<file path="config.mk">
export PLATFORM = sky130hd
export DESIGN_NAME = mlwe_dt_ram
export DESIGN_NICKNAME = d
export VERILOG_FILES = /design/src/rtl/mlwe_dt_ram.sv
export SDC_FILE = /design/constraint.sdc
export NUM_CORES = 2
export LEC_CHECK = 0
export BUFFER_PORTS_ARGS = -buffer_cell sky130_fd_sc_hd__buf_2
export CAP_MARGIN = 5
export CORE_ASPECT_RATIO = 0.7
export CORE_MARGIN = 2
export CORE_UTILIZATION = 29
export CTS_CLUSTER_DIAMETER = 30
export DETAILED_ROUTE_END_ITERATION = 16
export PLACE_DENSITY_LB_ADDON = 0.12
export SETUP_SLACK_MARGIN = 0.5
export SLEW_MARGIN = 20
export SYNTH_ARGS = -nofsm -noshare
export SYNTH_HDL_FRONTEND = slang
export SYNTH_SLANG_ARGS = --single-unit
</file>
<file path="constraint.sdc">
create_clock -name clk_i -period 3.9 [get_ports clk_i]
set_clock_uncertainty 0.1 [all_clocks]
set_input_delay 0 -clock clk_i [delete_from_list [all_inputs] [get_ports clk_i]]
set_output_delay 0 -clock clk_i [all_outputs]
set_load 0.05 [all_outputs]
</file>
<file path="src/rtl/mlwe_dt_ram.sv">
// Generic single-write, single-read RAM with registered read data.
// No dependencies.
`default_nettype none

module mlwe_dt_ram #(
  parameter int WIDTH = 16,
  parameter int DEPTH = 256
) (
  input  wire logic                     clk_i,
  input  wire logic                     we_i,
  input  wire logic [$clog2(DEPTH)-1:0] waddr_i,
  input  wire logic [WIDTH-1:0]         wdata_i,
  input  wire logic [$clog2(DEPTH)-1:0] raddr_i,
  output      logic [WIDTH-1:0]         rdata_o
);

  logic [WIDTH-1:0] mem [DEPTH];

  always_ff @(posedge clk_i) begin
    if (we_i) begin
      mem[waddr_i] <= wdata_i;
    end
    rdata_o <= mem[raddr_i];
  end

endmodule

`default_nettype wire

</file>
==> results.cfg <==
[worst_setup_path]
cp_slowest_cell = a221oi_1
r2r_setup_slack_ns = 0.44
startpoint_type = register
crit_chain = mux4_2 -> mux2_2 -> a221oi_1 -> o31ai_1 -> buf_4 -> o32ai_2 -> buf_4 -> nor4_2 -> dlygate4sd3_1
rr_worst_depth = 9
path_buf_inv = 3
cp.depth = 9
crit_path_max_incr_delay_ns = 0.68
crit_type = reg2reg
crit_required_ns = 4.75
cp_common_cell = buf_4
crit_arrival_ns = 4.31
crit_path_end_kind = register
cp_max_fo = 1
cpLargestDelayFamily = compound AO/OA/AOI/OAI gates

[placement]
io_buffers = 49
gp_congestion = 0.811
dpl_cell_area_um2 = 173000
hpwl_mm = 331
place_ws_ns = -0.211
post-place-cells = 14998

[floorplan]
die_x_um = 888
io_pins = 50
die_area_um2 = 553000
fp-row-count = 227
core-area_um2 = 546000
dieHeight_um = 623
initial_core_util_pct = 29.1

[pwr]
peakVddDrop_mv = 0.481
combPwrFrac_pct = 4.7
p_int_mw = 91.4
pwr_density_cell_nw_per_um2 = 593
power_leakage_nw = 64.0
total_power_mw = 118
p_seq_share_pct = 41.6
swShare_pct = 22.3
power.clock.fraction_pct = 53.7
switchingPower_mw = 26.2

[final_layout]
drive_above_1_share_pct = 33.5
final_nets = 8487
final_common_cell = edfxtp_1
final_area_um2 = 198000
utilization_pct = 36.3
fillers = 50053
final_cell_mix = 4096 x edfxtp_1, 797 x mux4_2, 725 x clkbuf_16
instances_no_fill = 16415
synthToLayoutAreaGrowth_pct = 24.9

[detailed_routing]
drt-pass1-iter-count = 6
drtAntennaViolNets = 0
vias = 83596
routedWlPerCell_um = 32.9
vias_per_cell = 5.09
routed_wl_mm = 540
drt_iter0_markers = 10396
drc_errors = 0

[worst_hold_path]
whs_path_depth = 3
hp-class = in2reg

[cts]
clk_pin_slew_worst_paths_ns = 0.05
clkSinkCount = 4112
clock_path_buffers = 4
insertion_delay_ns = 1.08
cts_tree = yes
cts_htree_levels = 6
root_buffer = clkbuf_16
cts_buffers = 712

[sta]
finalWorstSetupSlack_ns = 0.442
timing.hold.ws_ns = 0.128
setup_viol = 0
layout_min_cycle_time_ns = 3.46
tightestPinTransition_ns = 1.28
max_freq_ghz = 0.289
setup_tns_ns = 0
max_slew_margin_pct = 13.9
hold_viol = 0
post-route-period-util_pct = 88.7
slew_violations = 0
grt_setup_unrepaired = no

[synth]
synth_nets = 7394
yosys_most_used_dff = edfxtp_1
synthArstFlopShare_pct = 0
ys_warn_count = 0
synth.cell_area_um2 = 159000
synth_edf_count = 4096
ys_seq_area_share_pct = 77.7
ys_ff_latch = 4112
synth.distinct_cells = 52
syn_inst = 7360
syn_area_per_cell_um2 = 21.6

[global_routing]
grt_pass1_vias = 82579
track_usage_pct = 19.0
gr-total-overflow = 0
grt_start_max_net_pins = 125
grt_pass1_wl_mm = 730
antenna_found_initial = 62

[status]
run_status = finished clean

[flow_run]
max_cap_viol_count = 0
==> what timing repair did <==
item | CTS | global route
pin swaps | 0 | 0
resized for setup | 2 | 2
endpoints found under the hold margin | 6539 | 0
hold buffers | 69 | 0
endpoints found under the setup margin | 2 | 2
setup buffers | 0 | 0
==> metal layers <==
layer  share of wire (%)  vias up  wire length [um]  track usage, %
met4                 1.7        2              9150            3.61
met5              0.0019        -                10               0
met2                  43     3229            231000            27.3
met3                 7.1      644             38400            3.74
li1                    -    33923                 -               -
met1                  48    45798            261000            29.9
==> final timing paths <==
path	startpoint	endpoint
max reg2reg	mem[131][4]	rdata_o[4]
min	wdata_i[15]	mem[232][15]
max	mem[131][4]	rdata_o[4]
min reg2reg	mem[194][3]	rdata_o[3]
==> flip-flops by register name, indices dropped and copies added, names as in the netlist <==
name and count:
rdata_o 16, mem 4096
==> power groups by stage <==
stage          sequential [mW]  combinational (mW)  clock, mW
4_1_cts                   48.9                5.64       64.3
5_1_grt                   48.9                5.82       66.3
6_report                  48.9                5.55       63.1
2_1_floorplan             49.8                2.40          0
3_5_place_dp              49.7                5.47          0
3_3_place_gp              49.7                5.42          0
==> Yosys cell counts (17+ instances only) <==
cell,count,share of area (%)
a211oi_1,18,0.085
a21oi_1,175,0.55
a221oi_1,28,0.15
a22o_1,32,0.18
a22oi_1,43,0.20
buf_1,27,0.064
buf_2,76,0.24
buf_4,26,0.12
buf_6,77,0.55
clkbuf_1,230,0.54
edfxtp_1,4096,77
mux2_2,88,0.62
mux2i_1,565,3.6
mux4_2,797,11
nand2_1,38,0.090
nand3_1,35,0.11
nand4_1,26,0.10
nor2_1,304,0.72
nor3_1,92,0.29
nor4_1,17,0.067
o21ai_0,37,0.12
o221ai_1,252,1.4
o22ai_1,148,0.58
o32ai_1,20,0.11
==> kinds of logic (layout without fill, tap and decap cells) <==
| group | Yosys count | count (layout) | share of synthesized area, % |
|---|---|---|---|
| DFF | 4112 | 4112 | 77.7 |
| other | 0 | 19 | 0 |
| and+or+nand+nor | 556 | 556 | 1.57 |
| AOI/OAI and AO/OA | 786 | 786 | 3.54 |
| muxes | 1450 | 1450 | 15.5 |
| buffers and inverters | 456 | 2164 | 1.69 |
==> worst min-delay path, stage by stage <==
cell           delay, ns
dlygate4sd3_1       0.56
buf_8               0.16
buf_4               0.29
==> final cells by class <==
cell class	count	area [um^2]	share of cell area, %
antenna	19	47.5	0.0240
inverter	4	27.5	0.0139
multi-input combinational	2792	33300	16.8
clock buffer	808	18500	9.35
timing repair buffer	831	7870	3.97
sequential	4112	123000	62.2
clock inverter	521	5870	2.96
tap	7328	9170	4.63
Note: power is estimated with default switching activity, not from simulation.
