--- config.mk ---
export PLATFORM = sky130hd
export DESIGN_NAME = mlwe_dt_cell
export DESIGN_NICKNAME = d
export VERILOG_FILES = /design/src/rtl/mlwe_dt_pkg.sv /design/src/rtl/mlwe_dt_cell.sv
export SDC_FILE = /design/constraint.sdc
export NUM_CORES = 1
export LEC_CHECK = 0
export BUFFER_PORTS_ARGS = -buffer_cell sky130_fd_sc_hd__buf_2
export CAP_MARGIN = 15
export CORE_UTILIZATION = 40
export DETAILED_ROUTE_END_ITERATION = 12
export PLACE_DENSITY = 0.71
export SYNTH_ARGS = -nofsm -noshare
export SYNTH_HDL_FRONTEND = slang
export SYNTH_SLANG_ARGS = --single-unit
--- constraint.sdc ---
create_clock -name clk_i -period 1 [get_ports clk_i]
set_clock_uncertainty 0.15 [all_clocks]
set_input_delay 0.25 -clock clk_i [delete_from_list [all_inputs] [get_ports clk_i]]
set_output_delay 0.25 -clock clk_i [all_outputs]
set_load 0.02 [all_outputs]
--- src/rtl/mlwe_dt_pkg.sv ---
// Shared types and constants for the module-LWE decryption block.
// No dependencies; used by mlwe_dt_cell and mlwe_decrypt_threshold.
`default_nettype none

package mlwe_dt_pkg;

  localparam int COEFF_W          = 16;
  localparam int CELLS            = COEFF_W;
  localparam int DEF_RING_DEGREE  = 256;
  localparam int DEF_MODULE_RANK  = 3;
  localparam logic [COEFF_W-1:0] MOD_Q_RESET = 16'd3329;
  localparam logic [COEFF_W-1:0] MOD_Q_MIN   = 16'd3;

  typedef enum logic [1:0] {
    REQ_SK   = 2'd0,
    REQ_U    = 2'd1,
    REQ_V    = 2'd2,
    REQ_NONE = 2'd3
  } req_type_e;

  typedef enum logic [1:0] {
    ST_OK    = 2'd0,
    ST_RANGE = 2'd1,
    ST_ORDER = 2'd2
  } status_e;

  typedef enum logic [2:0] {
    S_IDLE  = 3'b001,
    S_RUN   = 3'b010,
    S_DRAIN = 3'b100
  } state_e;

  // Operands travelling down the row of modular cells.
  typedef struct packed {
    logic               vld;
    logic [COEFF_W-1:0] ra;  // running (u * s) mod q
    logic [COEFF_W-1:0] rb;  // running acc mod q
    logic [COEFF_W-1:0] u;
    logic [COEFF_W-1:0] s;   // key bits, MSB consumed first
    logic [COEFF_W-1:0] a;   // accumulator bits, MSB consumed first
  } lane_t;

endpackage

`default_nettype wire

--- src/rtl/mlwe_dt_cell.sv ---
// One step of bit-serial modular multiplication and reduction.
// Depends on mlwe_dt_pkg.
`default_nettype none

module mlwe_dt_cell import mlwe_dt_pkg::*; (
  input  wire logic               clk_i,
  input  wire logic               rst_ni,
  input  wire logic [COEFF_W-1:0] q_i,
  input  wire lane_t              lane_i,
  output      lane_t              lane_o
);

  logic [COEFF_W+1:0] q_x, ra_sum, ra_s1, ra_s2, rb_sum, rb_s1;
  logic               vld_q;
  logic [COEFF_W-1:0] ra_q, rb_q, u_q, s_q, a_q;

  // Doubling plus one partial product stays below 3q, so two subtracts suffice.
  always_comb begin
    q_x    = {2'b00, q_i};
    ra_sum = {1'b0, lane_i.ra, 1'b0} +
             (lane_i.s[COEFF_W-1] ? {2'b00, lane_i.u} : '0);
    ra_s1  = (ra_sum >= q_x) ? ra_sum - q_x : ra_sum;
    ra_s2  = (ra_s1 >= q_x) ? ra_s1 - q_x : ra_s1;
    rb_sum = {1'b0, lane_i.rb, 1'b0} + {{(COEFF_W+1){1'b0}}, lane_i.a[COEFF_W-1]};
    rb_s1  = (rb_sum >= q_x) ? rb_sum - q_x : rb_sum;
  end

  always_ff @(posedge clk_i or negedge rst_ni) begin
    if (!rst_ni) begin
      vld_q <= 1'b0;
    end else begin
      vld_q <= lane_i.vld;
    end
  end

  always_ff @(posedge clk_i) begin
    ra_q <= ra_s2[COEFF_W-1:0];
    rb_q <= rb_s1[COEFF_W-1:0];
    u_q  <= lane_i.u;
    s_q  <= {lane_i.s[COEFF_W-2:0], 1'b0};
    a_q  <= {lane_i.a[COEFF_W-2:0], 1'b0};
  end

  always_comb begin
    lane_o.vld = vld_q;
    lane_o.ra  = ra_q;
    lane_o.rb  = rb_q;
    lane_o.u   = u_q;
    lane_o.s   = s_q;
    lane_o.a   = a_q;
  end

endmodule

`default_nettype wire

==> metrics.log, run 1 <==
INFO  metric grt_max_degree = 14
INFO  metric flip_flop_and_latch_count_after_synthesis = 79
INFO  metric layout_min_cycle_time = 6040 ps
INFO  metric die_h = 120 microns
INFO  metric hold-path-cell-count = 2
INFO  metric seq_area_frac_synth = between 20% and 30%
INFO  metric drc = 0
INFO  metric core_region_area = 13400 sq um
INFO  metric grt_first_pass_wirelength = between 30000 and 40000 microns
INFO  metric hold_start = lane_i[60]
INFO  metric clkTransAtPathRegs = 70 ps
INFO  metric power_share_of_the_sequential_group = between 10% and 20%
INFO  metric run_status = finished with violations
INFO  metric fillCellCount = 824
INFO  metric vias_per_cell = 5.05
INFO  metric cap_violations = 0
INFO  metric critical_path.max_fanout = 12
INFO  metric post_synth_instance_area = between 5000 and 6000 sq um
INFO  metric clock_power_share = ~15%
INFO  metric cell_internal_pwr = 13800 uW
INFO  metric placed_cells_incl_taps = 1151
INFO  metric cts-hold-fix-buffers = 50
INFO  metric synth.avg_cell_area = between 9 and 10 sq um
INFO  metric cpLargestDelayFamily = simple AND/OR/NAND/NOR gates
INFO  metric final-instance-count-excl-fill = 1238
INFO  metric power.static_leakage = 0.00500 uW
INFO  metric share_comb_of_total_power = ~65%
INFO  metric multi_input_comb_area = 4320 sq um
INFO  metric synth_top_area_share = 28.2%
INFO  metric holdWs = -4.09 ps
INFO  metric dp_hpwl = between 10000 and 15000 microns
INFO  metric finalSetupViolations = 111
INFO  metric synth_edf_count = 0
INFO  metric max-clock-path-buffers = 2
INFO  metric drt-initial-drc-count = 383
INFO  metric ys_top_cells_by_area = sky130_fd_sc_hd__dfxtp_1 (28%), sky130_fd_sc_hd__ha_1 (14%), sky130_fd_sc_hd__mux2_2 (5.9%), sky130_fd_sc_hd__xnor2_1 (4.9%), sky130_fd_sc_hd__a21oi_1 (3.9%)
INFO  metric synth_cells = 607
INFO  metric post_synth_num_cell_types = 69
INFO  metric max_freq = ~170 MHz
INFO  metric yosys.area.top_type = sky130_fd_sc_hd__dfxtp_1
INFO  metric seqCellArea = 1680 sq um
INFO  metric rsz0062_at_grt = yes
INFO  metric post_synth_most_frequent_cells = sky130_fd_sc_hd__dfxtp_1 (78), sky130_fd_sc_hd__ha_1 (63), sky130_fd_sc_hd__a21oi_1 (43), sky130_fd_sc_hd__inv_1 (40), sky130_fd_sc_hd__nor2_1 (34)
INFO  metric max_slew_margin = ~66%
INFO  metric critPathMaxStageDelay = ~400 ps
INFO  metric port_buffers = between 150 and 200
INFO  metric layout_cell_share_with_drive_strength_beyond_1 = 57.9%
INFO  metric pre_cts_slack = -5490 ps
INFO  metric ir_drop = 2.17 mV
INFO  metric die_x = 120 microns
INFO  metric wirelength = 18900 microns
INFO  metric violations = hold timing, setup timing
INFO  metric grt_pass1_vias = roughly 6400
INFO  metric cell_with_the_most_instances_on_the_worst_path = sky130_fd_sc_hd__buf_6
INFO  metric antennaDiodeCount = 0
INFO  metric grt_util_all_layers = a little over a quarter
INFO  metric number_of_antenna_violations_at_the_first_check_in_global_routing = 0
INFO  metric ys_async_sr_fraction = 1.27%
INFO  metric worst_setup_path_end_kind = flip-flop
INFO  metric num_io_pins = 180
INFO  metric worst_hold_endpoint = rb_q[13]
INFO  metric power.share.switching = a little over a third
INFO  metric layout.nets = ~1200
INFO  metric power-per-cell-area = around 2100 nW/um^2
INFO  metric critical_path_class = input port to flip-flop
INFO  metric placer_congestion = about 0.92
INFO  metric cts_root_buf = sky130_fd_sc_hd__clkbuf_16
INFO  metric critPathBufInv = 7
INFO  metric fin_crit_sh = 604%
INFO  metric synth_warnings = 0
INFO  metric clock_sink_count = 79
INFO  metric cts_tree = yes
INFO  metric dominantRegCellSynth = sky130_fd_sc_hd__dfxtp_1
INFO  metric min-delay-path-class = input port to flip-flop
INFO  metric p_sw = 7850 uW
INFO  metric number_of_cell_rows = between 40 and 50
INFO  metric yosys.cell_count.top_type = sky130_fd_sc_hd__dfxtp_1
INFO  metric worst_pin_slew = 492 ps
INFO  metric critical_path_arrival = 6120 ps
INFO  metric worst_slack = -5040 ps
INFO  metric die_area = 14300 sq um
INFO  metric finalHoldViolations = 1
INFO  metric final-max-slew-violation-count = 0
INFO  metric crit_path_top_delay_cell = sky130_fd_sc_hd__or3b_4
INFO  metric cts-htree-levels = 3
INFO  metric start_util = 41.4%
INFO  metric cp_data_required_time = between 1000 and 1500 ps
INFO  metric drt-wirelength-per-cell = 15.3 microns
INFO  metric crit_path_start_kind = input port
INFO  metric areaGrowthSynthToFinish = 87.4%
INFO  metric grt_remaining_overflow = 0
INFO  metric postRouteAntennaNets = 0
INFO  metric drt_first_pass_iters = 6
INFO  metric vias = 6256
INFO  metric cts_made_buffers = 9
==> per-stage QoR <==
stage          setup TNS [ps]  cell area (sq um)  util, %  hold slack, ps  power, uW
4_1_cts               -118520              10200     76.2           -11.1      20900
5_1_grt               -126190              10400     77.5          -0.436      22900
3_3_place_gp          -113900               8490     63.3            -124      15700
3_5_place_dp          -115600               8490     63.3            -124      15800
6_report              -118170              10400     77.5           -4.09      21600
2_1_floorplan         -103010               5940        -            -196      11500
==> how the worst max path moves through the flow <==
stage,end,cells after the start,start
finish,ra_q[3],31,lane_i[31]
CTS,ra_q[12],32,lane_i[31]
floorplan,ra_q[10],30,lane_i[33]
global placement,ra_q[14],28,lane_i[31]
detailed placement,ra_q[12],28,lane_i[31]
global route,ra_q[3],31,lane_i[31]
==> final cells by class <==
class	instances	area share (%)
Tap cell	176	2.12
Multi-Input combinational cell	475	41.6
Clock buffer	12	2.37
Sequential cell	79	16.2
Clock inverter	3	0.422
Inverter	40	1.64
Timing Repair Buffer	453	35.7
==> state kept, by name, indices dropped and copies added, names as in the netlist <==
signal,cells
u_q,16
vld_q,1
a_q,15
rb_q,16
ra_q,16
s_q,15
==> layout by cell type, fill, tap and decap left out, drive strengths merged, types with 23 or more instances in the layout <==
| cell | instances |
|---|---|
| a21oi | 45 |
| buf | 403 |
| dfxtp | 78 |
| dlygate4sd3 | 50 |
| ha | 63 |
| inv | 39 |
| mux2 | 35 |
| nand2 | 32 |
| nor2 | 34 |
| o21ai | 23 |
| xnor2 | 31 |
==> logic make-up after synthesis <==
kind of cell	count (synthesis)	synth area share, %
muxes	49	10.0
adders and majority gates	67	15.7
buffers and inverters	54	4.72
and+or+nand+nor	165	15.8
AOI/OAI and AO/OA	148	18.1
xor gates and xnor gates	44	6.95
other	1	0.0677
DFF	79	28.6
==> timing repair <==
action / CTS / global route
hold endpoints to repair: 55 / 1
pin swaps: 25 / 10
setup endpoints to repair: 111 / 111
gates resized for setup: 271 / 31
gates cloned: 1 / 0
buffers inserted: 19 / 4
==> power groups by stage <==
stage,logic (uW),clock network (uW),registers (uW)
CTS,13300,3400,4210
floorplan,6780,0,4740
finish,14100,3310,4240
detailed placement,11800,0,4020
global placement,11700,0,4040
global route,15100,3520,4280
==> metal layers <==
layer	vias up	wire length, microns	GRT usage [%]
li1	3108	-	-
met1	2875	7860	31.4
met2	223	9460	46.5
met3	50	949	3.61
met4	0	672	12.6
met5	-	0	0
Power figures use the tool's default switching activity.
==> inputs of run 2 (changes only) <==
==> constraint.sdc (replaced) <==
create_clock -name clk_i -period 5.82 [get_ports clk_i]
set_clock_uncertainty 0.15 [all_clocks]
set_input_delay 0.582 -clock clk_i [delete_from_list [all_inputs] [get_ports clk_i]]
set_output_delay 0.582 -clock clk_i [all_outputs]
set_load 0.02 [all_outputs]
==> run 2 against run 1 <==
Against the previous run:
- the run ends with setup timing left
- critical path type unchanged
- largest power group unchanged
- critical path depth fell by 2
- final area shrank 19%
- clock power fell by 84%
==> metrics.log, run 2 (synthesis results as in run 1) <==
INFO  metric finalHoldViolations = 0
INFO  metric cts_tree = yes
INFO  metric cts_root_buf = sky130_fd_sc_hd__clkbuf_16
INFO  metric max-clock-path-buffers = 2
INFO  metric final-max-slew-violation-count = 0
INFO  metric wirelength = around 15000 microns
INFO  metric critical_path.max_fanout = 12
INFO  metric number_of_antenna_violations_at_the_first_check_in_global_routing = 0
INFO  metric clock_sink_count = 79
INFO  metric drt-initial-drc-count = 243
INFO  metric fin_crit_sh = 109%
INFO  metric cts_made_buffers = 9
INFO  metric pre_cts_slack = -924 ps
INFO  metric min-delay-path-class = input port to flip-flop
INFO  metric layout.cells.most_common = sky130_fd_sc_hd__buf_2
INFO  metric num_io_pins = 180
INFO  metric share_of_the_core_filled_with_cells = 62.7%
INFO  metric layout_cell_share_with_drive_strength_beyond_1 = 47.0%
INFO  metric antennaDiodeCount = 0
INFO  metric multi_input_comb_area = 4130 sq um
INFO  metric violations = setup timing
INFO  metric post_dp_cell_area = 7800 sq um
INFO  metric port_buffers = 177
INFO  metric commonest_non_fill_non_tap_cells_in_the_layout = sky130_fd_sc_hd__buf_2 (175), sky130_fd_sc_hd__buf_4 (137), sky130_fd_sc_hd__dfxtp_1 (78)
INFO  metric ir_drop = 0.342 mV
INFO  metric rsz0062_at_grt = yes
INFO  metric power-per-cell-area = 397 nW/um^2
INFO  metric seqCellArea = 1590 sq um
INFO  metric critical_path_arrival = ~6400 ps
INFO  metric cap_violations = 0
INFO  metric crit_path_start_kind = input port
INFO  metric crit_path_top_delay_cell = sky130_fd_sc_hd__a221oi_2
INFO  metric finalSetupViolations = 16
INFO  metric worst_slack = -495 ps
INFO  metric timing.setup.tns = -7150 ps
INFO  metric max_slew_margin = 51.7%
INFO  metric power.static_leakage = 0.00411 uW
INFO  metric drt_first_pass_iters = 4
INFO  metric placer_congestion = 0.924
INFO  metric max_freq = around 160 MHz
INFO  metric postLayoutCellArea = 8410 sq um
INFO  metric critical_path_class = input port to flip-flop
INFO  metric postRouteAntennaNets = 0
INFO  metric grt_pass1_vias = 5357
INFO  metric cts-htree-levels = 3
INFO  metric drt-wirelength-per-cell = 13.8 microns
INFO  metric critPathMaxStageDelay = around 340 ps
INFO  metric die_area = ~14000 sq um
INFO  metric core_region_area = 13400 sq um
INFO  metric layout.nets = 1093
INFO  metric dp_hpwl = 12500 microns
INFO  metric cp_data_required_time = ~5900 ps
INFO  metric start_util = 41.4%
INFO  metric die_x = between 100 and 150 microns
INFO  metric areaGrowthSynthToFinish = 51.7%
INFO  metric vias = 5520
INFO  metric fillCellCount = 1131
INFO  metric run_status = finished with violations
INFO  metric grt_max_degree = 16
INFO  metric vias_per_cell = 4.98
INFO  metric top_regs = ra_q: 16 flops, rb_q: 16 flops, u_q: 16 flops
INFO  metric grt_first_pass_wirelength = 24300 microns
INFO  metric grt_util_all_layers = a little over a fifth
INFO  metric drc = 0
INFO  metric die_h = 120 microns
INFO  metric layout_min_cycle_time = 6320 ps
INFO  metric worst_pin_slew = 723 ps
INFO  metric worst_setup_path_end_kind = flip-flop
INFO  metric number_of_cell_rows = 42
INFO  metric grt_remaining_overflow = 0
INFO  metric clkTransAtPathRegs = 70 ps
==> run 2: changes by cell type in the layout (fill, tap and decap cells not counted), sizes merged <==
| cell | previous run | this run |
|---|---|---|
| buf | 403 | 320 |
| dlygate4sd3 | 50 | 1 |
| clkinv | 1 | 3 |
| inv | 39 | 41 |
| bufinv | 1 | 0 |
| clkbuf | 12 | 11 |
==> run 2: metrics by stage <==
stage | power [uW] | std cells | hold slack (ps)
after detailed placement | 2630 | 1081 | 207
after CTS | 3270 | 1103 | 171
after global routing | 3570 | 1108 | 170
after global placement | 2610 | 1081 | 207
after floorplan | 1960 | 608 | 136
final | 3340 | 1108 | 182
==> run 2: cell type report <==
cell class	count	share of cell area, %
clock buffer	10	2.72
multi-input combinational	475	49.2
sequential	79	18.9
tap	176	2.62
timing repair buffer	322	24.3
inverter	40	1.79
clock inverter	6	0.551
==> run 2: worst max-delay path: cells and delay by family <==
| kind | cells | cell delay (ps) |
|---|---|---|
| compound gates | 11 | 2180 |
| xor+xnor | 1 | 220 |
| fa+ha+maj | 4 | 1090 |
| mux | 2 | 620 |
| simple gates | 7 | 1090 |
| buf+inv | 4 | 630 |
==> run 2: final timing paths <==
kind / start / endpoint / cells after the start
max in group asynchronous: rst_ni / vld_q / 2
hold / removal: lane_i[23] / s_q[8] / 1
min in group asynchronous: rst_ni / vld_q / 2
setup / recovery: lane_i[31] / ra_q[14] / 29
==> run 2: metal layers <==
layer  GRT usage (%)  routed length (microns)
met5               0                        0
met4            9.84                      362
met3            3.56                      744
met2            37.2                     7280
met1            25.8                     6890
==> run 2: power breakdown <==
| part | leakage, uW | internal (uW) | switching (uW) |
|---|---|---|---|
| clock network | 0.000129 | 291 | 240 |
| registers | 0.000670 | 650 | 32.0 |
| logic | 0.00331 | 1130 | 997 |
==> run 2: repair_timing <==
item,in CTS,in global routing
hold buffers,1,0
resized for setup,29,11
hold endpoints to repair,1,0
buffers inserted,5,4
setup endpoints to repair,16,16
cloned,0,1
pin swaps,9,2
==> inputs of run 3 (changes only) <==
SKIP_LAST_GASP = 1   (was default)
==> run 3 against run 2 <==
Against the previous run:
- the run still ends with setup timing left
- highest routed layer unchanged
- first-iteration DRC count fell by 17%
- sequential cell count unchanged
- worst setup slack got worse by 79 ps
- via count down 0.18%
- critical endpoint unchanged
- clock power barely moved
- maximum frequency down 1.2%
- critical path depth up 4
- hold slack barely moved
- final area about the same
==> metrics.log, run 3 (synthesis results as in run 1) <==
INFO  metric antennaDiodeCount = 0
INFO  metric top_regs = ra_q: 16 flops, rb_q: 16 flops, u_q: 16 flops
INFO  metric worst_setup_path_end_kind = flip-flop
INFO  metric fillCellCount = between 1000 and 1500
INFO  metric start_util = 41.4%
INFO  metric fin_crit_sh = 110%
INFO  metric max_freq = approximately 160 MHz
INFO  metric cts_made_buffers = 9
INFO  metric critical_path.max_fanout = 5
INFO  metric worst_pin_slew = 716 ps
INFO  metric clkTransAtPathRegs = 70 ps
INFO  metric run_status = finished with violations
INFO  metric timing.setup.tns = -8580 ps
INFO  metric final-max-slew-violation-count = 0
INFO  metric globalRoute.busiestLayer = met2
INFO  metric cp_data_required_time = 5920 ps
INFO  metric grt_max_degree = 16
INFO  metric vias_per_cell = 4.96
INFO  metric min-delay-path-class = input port to flip-flop
INFO  metric layout.cells.most_common = sky130_fd_sc_hd__buf_2
INFO  metric ir_drop = approximately 0.34 mV
INFO  metric cts-htree-levels = 3
INFO  metric critPathMaxStageDelay = 550 ps
INFO  metric globalRouteMet1Util = 25.8%
INFO  metric die_x = roughly 120 microns
INFO  metric rsz0062_at_grt = yes
INFO  metric layout.nets = between 1000 and 1500
INFO  metric vias = 5510
INFO  metric areaGrowthSynthToFinish = 51.7%
INFO  metric crit_path_start_kind = input port
INFO  metric cts_tree = yes
INFO  metric placer_congestion = 0.924
INFO  metric finalSetupViolations = 16
INFO  metric drt_first_pass_iters = 5
INFO  metric number_of_antenna_violations_at_the_first_check_in_global_routing = 0
INFO  metric die_h = 120 microns
INFO  metric grt_util_all_layers = 21.5%
INFO  metric postRouteAntennaNets = 0
INFO  metric max-clock-path-buffers = 2
INFO  metric worst_slack = -574 ps
INFO  metric grt_remaining_overflow = 0
INFO  metric dp_hpwl = 12500 microns
INFO  metric grt_pass1_vias = roughly 5300
INFO  metric cts_root_buf = sky130_fd_sc_hd__clkbuf_16
INFO  metric max_slew_margin = a little over half
INFO  metric power.static_leakage = 0.00412 uW
INFO  metric holdWs = approximately 180 ps
INFO  metric crit_path_top_delay_cell = sky130_fd_sc_hd__or4_4
INFO  metric wirelength = between 15000 and 20000 microns
INFO  metric grt_first_pass_wirelength = 24300 microns
INFO  metric drc = 0
INFO  metric layout_cell_share_with_drive_strength_beyond_1 = between 40% and 50%
INFO  metric clock_sink_count = 79
INFO  metric critical_path_class = input port to flip-flop
INFO  metric gr-usage-met3 = 3.61%
INFO  metric finalHoldViolations = 0
INFO  metric layout_min_cycle_time = 6390 ps
INFO  metric violations = setup timing
INFO  metric drt-wirelength-per-cell = between 10 and 15 microns
INFO  metric cap_violations = 0
INFO  metric num_io_pins = 180
INFO  metric core_region_area = 13400 sq um
INFO  metric critical_path_arrival = around 6500 ps
INFO  metric port_buffers = between 150 and 200
INFO  metric number_of_cell_rows = 42
INFO  metric power-per-cell-area = 396 nW/um^2
INFO  metric die_area = 14300 sq um
INFO  metric cell_with_the_most_instances_on_the_worst_path = sky130_fd_sc_hd__ha_4
INFO  metric use_met2 = 37.1%
INFO  metric commonest_non_fill_non_tap_cells_in_the_layout = sky130_fd_sc_hd__buf_2 (175), sky130_fd_sc_hd__buf_4 (140), sky130_fd_sc_hd__dfxtp_1 (78)
INFO  metric drt-initial-drc-count = 202
run 3: cell type report:
type                            count  area, sq um  share of cell area [%]
Clock inverter                      6         46.3                   0.551
Timing Repair Buffer              324         2050                    24.4
Clock buffer                       10          229                    2.72
Sequential cell                    79         1590                    18.9
Inverter                           40          150                    1.79
Multi-Input combinational cell    475         4120                    49.0
Tap cell                          176          220                    2.62
run 3: path summary, 6_finish.rpt:
check | startpoint | to | slack (ps) | depth (start not counted)
hold / removal | lane_i[33] | u_q[1] | 180 | 1
min in group asynchronous | rst_ni | vld_q | 380 | 2
setup / recovery | lane_i[31] | ra_q[14] | -570 | 33
max in group asynchronous | rst_ni | vld_q | 5050 | 2
run 3: per-layer routing:
layer / vias up / wire (microns)
met4: 0 / 480
met2: 152 / 7240
met5: - / 0
met1: 2480 / 6820
met3: 28 / 722
li1: 2850 / -
run 3: metrics by stage:
stage,worst slack (ps),cell area (sq um),total power [uW],instances,util [%]
2_1_floorplan,-678,5800,1960,608,-
3_3_place_gp,-871,7800,2610,1081,58.2
3_5_place_dp,-924,7800,2630,1081,58.2
4_1_cts,-478,8270,3250,1103,61.7
5_1_grt,-817,8410,3560,1110,62.8
6_report,-574,8410,3330,1110,62.8
run 3: critical path, delay by kind of cell:
| family | cells | cell delay, ps |
|---|---|---|
| muxes | 2 | 600 |
| and+or+nand+nor | 9 | 1610 |
| xor gates and xnor gates | 1 | 200 |
| buffers and inverters | 7 | 720 |
| AOI/OAI and AO/OA | 9 | 1470 |
| adders and majority gates | 5 | 1280 |
run 3: repair_timing:
action                                  CTS  global route
buffers inserted                          5             6
endpoints found under the hold margin     1             0
hold buffers                              1             0
gates resized for setup                  23            15
pin swaps                                 9             8
gates cloned                              0             1
endpoints found under the setup margin   16            16
run 3: where the power goes:
group          switching, uW  leakage, uW  total (uW)  internal [uW]
clock network            239     0.000129         530            291
registers               31.6     0.000670         681            650
logic                    990      0.00332        2120           1130
